### config.mk
export PLATFORM = sky130hd
export DESIGN_NAME = rabbit_sq
export DESIGN_NICKNAME = d
export VERILOG_FILES = /design/src/rtl/core/assert_macros.svh /design/src/rtl/core/rabbit_pkg.sv /design/src/rtl/core/rabbit_sq.sv
export SDC_FILE = /design/constraint.sdc
export NUM_CORES = 2
export LEC_CHECK = 0
export ABC_AREA = 1
export ABC_CLOCK_PERIOD_IN_PS = 8700
export BUFFER_PORTS_ARGS = -buffer_cell sky130_fd_sc_hd__buf_4
export CAP_MARGIN = 20
export CORE_MARGIN = 5
export CORE_UTILIZATION = 45
export CTS_CLUSTER_SIZE = 10
export DETAILED_ROUTE_END_ITERATION = 10
export PLACE_DENSITY = 0.63
export SKIP_LAST_GASP = 1
export SLEW_MARGIN = 20
export SYNTH_ARGS = -nofsm -noshare
export SYNTH_HDL_FRONTEND = slang
export SYNTH_SLANG_ARGS = --single-unit
### constraint.sdc
create_clock -name clk -period 8.7 [get_ports clk]
set_input_delay 1.305 -clock clk [delete_from_list [all_inputs] [get_ports clk]]
set_output_delay 1.305 -clock clk [all_outputs]
set_load 0.01 [all_outputs]
### src/rtl/core/assert_macros.svh
// Assertion macros shared by the RTL.
// No dependencies.
`ifndef ASSERT_MACROS_SVH
`define ASSERT_MACROS_SVH
// Implication checked on every clock edge outside reset.
`define ASSERT_IMPL(label, clk, rst_n, ante, cons) \
	label: assert property (@(posedge clk) disable iff (!rst_n) (ante) |-> (cons)) \
		else $error("assertion failed");
// Next-cycle implication.
`define ASSERT_NEXT(label, clk, rst_n, ante, cons) \
	label: assert property (@(posedge clk) disable iff (!rst_n) (ante) |=> (cons)) \
		else $error("assertion failed");
`endif

### src/rtl/core/rabbit_pkg.sv
// Rabbit cipher package: types, constants and helper functions (counter constants, rotations).
// No dependencies.
`timescale 1ns / 1ps
`default_nettype none
package rabbit_pkg;

	typedef enum logic [1:0] {
		REG_KEY_LOW  = 2'd0,
		REG_KEY_HIGH = 2'd1,
		REG_IV       = 2'd2,
		REG_USE_IV   = 2'd3
	} reg_idx_t;

	typedef enum logic [3:0] {
		ST_IDLE,
		ST_LOAD,
		ST_CTR,
		ST_G,
		ST_G_WAIT,
		ST_MIX,
		ST_KEYFIX,
		ST_IVMIX,
		ST_BUILD,
		ST_OUT
	} rb_state_t;

	typedef logic [31:0] word_t;

	// Control word from sequencer to the step unit
	typedef struct packed {
		logic load;
		logic ctr;
		logic g_start;
		logic mix;
		logic keyfix;
		logic ivmix;
	} rb_ctl_t;

	localparam word_t A0 = 32'h4D34D34D;
	localparam word_t A1 = 32'hD34D34D3;
	localparam word_t A2 = 32'h34D34D34;

	function automatic word_t a_const(input logic [2:0] i);
		word_t r;
		unique case (i)
			3'd0, 3'd3, 3'd6: r = A0;
			3'd1, 3'd4, 3'd7: r = A1;
			default:          r = A2;
		endcase
		return r;
	endfunction

	function automatic word_t rotl16(input word_t v);
		return {v[15:0], v[31:16]};
	endfunction

	function automatic word_t rotl8(input word_t v);
		return {v[23:0], v[31:24]};
	endfunction

endpackage
`default_nettype wire

### src/rtl/core/rabbit_sq.sv
// Shared squaring unit: one 32x32 square, registered input and square, combinational fold.
// Depends on rabbit_pkg.
`timescale 1ns / 1ps
`default_nettype none
module rabbit_sq (
	input  wire                  clk,
	input  wire rabbit_pkg::word_t opnd,
	output rabbit_pkg::word_t    g
);
	rabbit_pkg::word_t u_q;
	logic [63:0]       sq_q;

	// operand reg, square reg, fold
	always_ff @(posedge clk) begin
		u_q  <= opnd;
		sq_q <= u_q * u_q;
	end

	assign g = sq_q[31:0] ^ sq_q[63:32];
endmodule
`default_nettype wire

==> results_tabular.tex <==
\begin{tabular}{lr}
\hline
Metric & Value \\
\hline
\multicolumn{2}{l}{\textbf{Status}} \\
\quad Outcome & complete, no violations \\
\multicolumn{2}{l}{\textbf{CTS}} \\
\quad Post-CTS setup-driven buffer insertion count & 0 \\
\quad Number of sinks driven by the clock tree & 95 \\
\quad Max Root-Sink Buffers & 2 \\
\quad Root buffer cell & clkbuf\_16 \\
\quad Clock network latency to the later pin of the worst-skew pair & 0.40 ns \\
\quad H-tree depth reported by CTS & 3 \\
\quad TritonCTS clock tree & built \\
\quad TritonCTS buffer count & 9 \\
\quad Number of cells upsized or downsized after cts & 0 \\
\quad CTS clock-pin slew for the worst setup and hold paths & approximately 0.090 ns \\
\quad Hold-fix buffer count after cts & 0 \\
\multicolumn{2}{l}{\textbf{Min path}} \\
\quad Min-Delay Path Depth & 1 \\
\quad Startpoint of the worst hold path & u\_q[0] \\
\quad Worst Hold Endpoint & sq\_q[0] \\
\quad Type of the worst min-delay path & flop to flop \\
\multicolumn{2}{l}{\textbf{Floorplanning}} \\
\quad Initial Util & 45.4\% \\
\quad Standard-cell rows & 100 \\
\quad Top-level I/O count & 65 \\
\quad Horizontal extent of the die & between 200 and 300 um \\
\quad Die ar. & approximately 0.08 mm\^{}2 \\
\quad Core Box Area & around 0.075 mm\^{}2 \\
\quad Height of the die & between 200 and 300 um \\
\multicolumn{2}{l}{\textbf{Timing}} \\
\quad Min Clock Period, post-route & $\sim$7.4 ns \\
\quad Number of hold violations in the final report & 0 \\
\quad Unrepaired setup endpoints after global routing & false \\
\quad Final count of pins violating max slew & 0 \\
\quad Number of setup violations in the final report & 0 \\
\quad TNS Setup & 0 ns \\
\quad Achievable frequency & 0.135 GHz \\
\quad Final critical-path share of the clock period & 85.0\% \\
\quad Least setup slack across all paths after layout & around 1.3 ns \\
\quad Clock Skews & roughly 0.017 ns \\
\quad Transition at the pin with the smallest max-transition slack & 1.04 ns \\
\quad Headroom to the max-slew limit & between 30\% and 40\% \\
\multicolumn{2}{l}{\textbf{Placed design}} \\
\quad Half-perimeter wire length of the detailed placement result & 73000 um \\
\quad Final weighted congestion in routability-driven placement & between 0.9 and 1 \\
\quad Setup slack after placement & around 1.3 ns \\
\quad IO buf count & 64 \\
\multicolumn{2}{l}{\textbf{Synth}} \\
\quad Count of unique library cells instantiated by Yosys & 30 \\
\quad Number of nets in the synthesized netlist & approximately 5300 \\
\quad Post-synthesis async set-or-reset flop share & 0\% \\
\quad Post-Synthesis Mean Instance Area & 8.06 um\^{}2 \\
\quad Synth Flop Type & dfxtp\_1 \\
\quad Count leader, synth & inv\_1 \\
\quad YS warnings & 0 \\
\quad Leading post-synthesis cells by instance count & 1449 x inv\_1, 1039 x nand2\_1, 792 x fa\_1 \\
\quad Biggest area consumer among synthesized cells & fa\_1 \\
\quad Number of cells produced by synthesis & roughly 4200 \\
\quad Sequential share of the synthesized area & roughly 5.6\% \\
\quad Synth area leaders & fa\_1 47\%, inv\_1 16\%, nand2\_1 12\% \\
\quad Yosys top cell area share & around 47\% \\
\quad Mapped Area & 0.0339 mm\^{}2 \\
\quad Number of enable-type register cells in the synthesized netlist & 0 \\
\quad Flops \& latches, synth & between 90 and 100 \\
\multicolumn{2}{l}{\textbf{Routing}} \\
\quad Via Count & 24300 \\
\quad Total wire length & 82100 um \\
\quad DRC violation count after routing & 0 \\
\quad Detailed Route Iter0 Violations & roughly 1300 \\
\quad Post-DR vias/cell & around 4.7 \\
\quad Routed Antenna Nets & 0 \\
\quad Wire length per cell & between 15 and 20 um \\
\quad Number of iterations in the first detailed-routing pass & 6 \\
\multicolumn{2}{l}{\textbf{Setup path}} \\
\quad Element type at the critical path start & flop \\
\quad CP Class & flop to flop \\
\quad End of the worst register-to-register path & sq\_q[33] \\
\quad Critical path peak fanout & 18 \\
\quad Largest stage delay on the critical path & $\sim$0.86 ns \\
\quad Critical Path RT & between 8 and 9 ns \\
\quad Type of destination of the critical path & flop \\
\quad Sequence of cells on the critical path & buf\_4, nand2\_1, fa\_1, inv\_1, fa\_1, inv\_1, fa\_1, fa\_1, inv\_1, fa\_1, fa\_1, fa\_1, fa\_1, ha\_1, nand2\_1, nor2\_1, nand2\_1, o21bai\_1, inv\_1, nand2\_1, xor2\_1 \\
\quad Worst R2R Setup Slack & approximately 1.3 ns \\
\quad Length in cells of the worst reg-to-reg path & 21 \\
\quad FF-to-FF Start & u\_q[15] \\
\quad Data arrival time of the worst path & about 7.7 ns \\
\quad CP most frequent cell & fa\_1 \\
\quad Crit path max-delay cell type & dfxtp\_1 \\
\multicolumn{2}{l}{\textbf{GRT}} \\
\quad Global-route wire length before repair & between 100000 and 150000 um \\
\quad Number of antenna violations at the first check in global routing & 0 \\
\quad Vias in the first global route & about 26000 \\
\quad GRT Residual Overflow & 0 \\
\quad Overall routing resource usage & between 20\% and 30\% \\
\quad Pin count of the biggest net entering global routing & 35 \\
\multicolumn{2}{l}{\textbf{Layout}} \\
\quad Net count of the finished layout & between 5000 and 6000 \\
\quad Number of fill cells & 7431 \\
\quad Antenna diode count & 0 \\
\quad Ratio of cells with drive above 1 in the final layout & $\sim$4.1\% \\
\quad Layout area overhead & 5.76\% \\
\multicolumn{2}{l}{\textbf{Run}} \\
\quad Maximum Capacitance Violations & 0 \\
\hline
\end{tabular}
sequential cells by signal (all words and copies together), names as in the netlist:
signal  cells
sq_q       63
u_q        32
metal layers:
metal	global-route usage, %	part of all wire, %	wire (um)
met3	2.29	4.6	3820
met4	4.33	2.0	1620
met2	35.3	48	39100
met5	0	0	0
met1	30.7	46	37600
worst max path at each step:
stage	cells after the start	end	slack [ns]	from
after global routing	26	sq_q[38]	0.94	u_q[2]
after CTS	21	sq_q[33]	1.26	u_q[15]
after floorplan	26	sq_q[39]	2.17	u_q[4]
after global placement	21	sq_q[33]	1.30	u_q[15]
final	21	sq_q[33]	1.31	u_q[15]
after detailed placement	21	sq_q[33]	1.34	u_q[15]
cells in the final DEF (no fill, tap or decap), types with 9 or more instances in the layout:
cell and instances:
a21oi_1 53, buf_4 107, clkbuf_16 9, dfxtp_1 95, fa_1 792, ha_1 299
inv_1 1449, nand2_1 1039, nand2_2 10, nand3_1 50, nand4_1 17, nor2_1 97
nor3_1 11, o21bai_1 25, xnor2_1 15, xor2_1 93
through the flow:
step                      hold WS [ns]  cell area, um^2  instances  utilization [%]
after global routing             0.892            35800       5192             48.1
after global placement           0.875            35500       5176             47.7
after CTS                        0.886            35800       5192             48.1
after detailed placement         0.870            35500       5176             47.7
final                            0.835            35800       5192             48.1
after floorplan                  0.385            33900       4203                -
area by class of cell:
cell class	count	area, um^2	area share [%]
Multi-Input combinational cell	2553	26200	73.0
Timing Repair Buffer	108	823	2.30
Inverter	1451	5450	15.2
Sequential cell	95	1900	5.31
Tap cell	969	1210	3.38
Clock inverter	7	83.8	0.234
Clock buffer	9	225	0.628
worst max-delay path: cells and delay by family (launching register included):
family	cells	cell delay, ns
xor gates and xnor gates	1	0.26
buffers and inverters	5	0.67
and+or+nand+nor	5	0.76
AOI/OAI and AO/OA	1	0.26
adders and majority gates	9	4.45
DFF	1	0.86
cells by family after synthesis:
kind of cell	synth area share, %
AND/OR/NAND/NOR	14.9
AO/OA/AOI/OAI	1.65
buffers and inverters	17.2
adder cells (fa/ha/maj)	57.8
XOR/XNOR	2.79
flip-flops	5.61
Power is not shown: default switching activity piles up to over one toggle a cycle in this logic, so the estimate is an artifact.
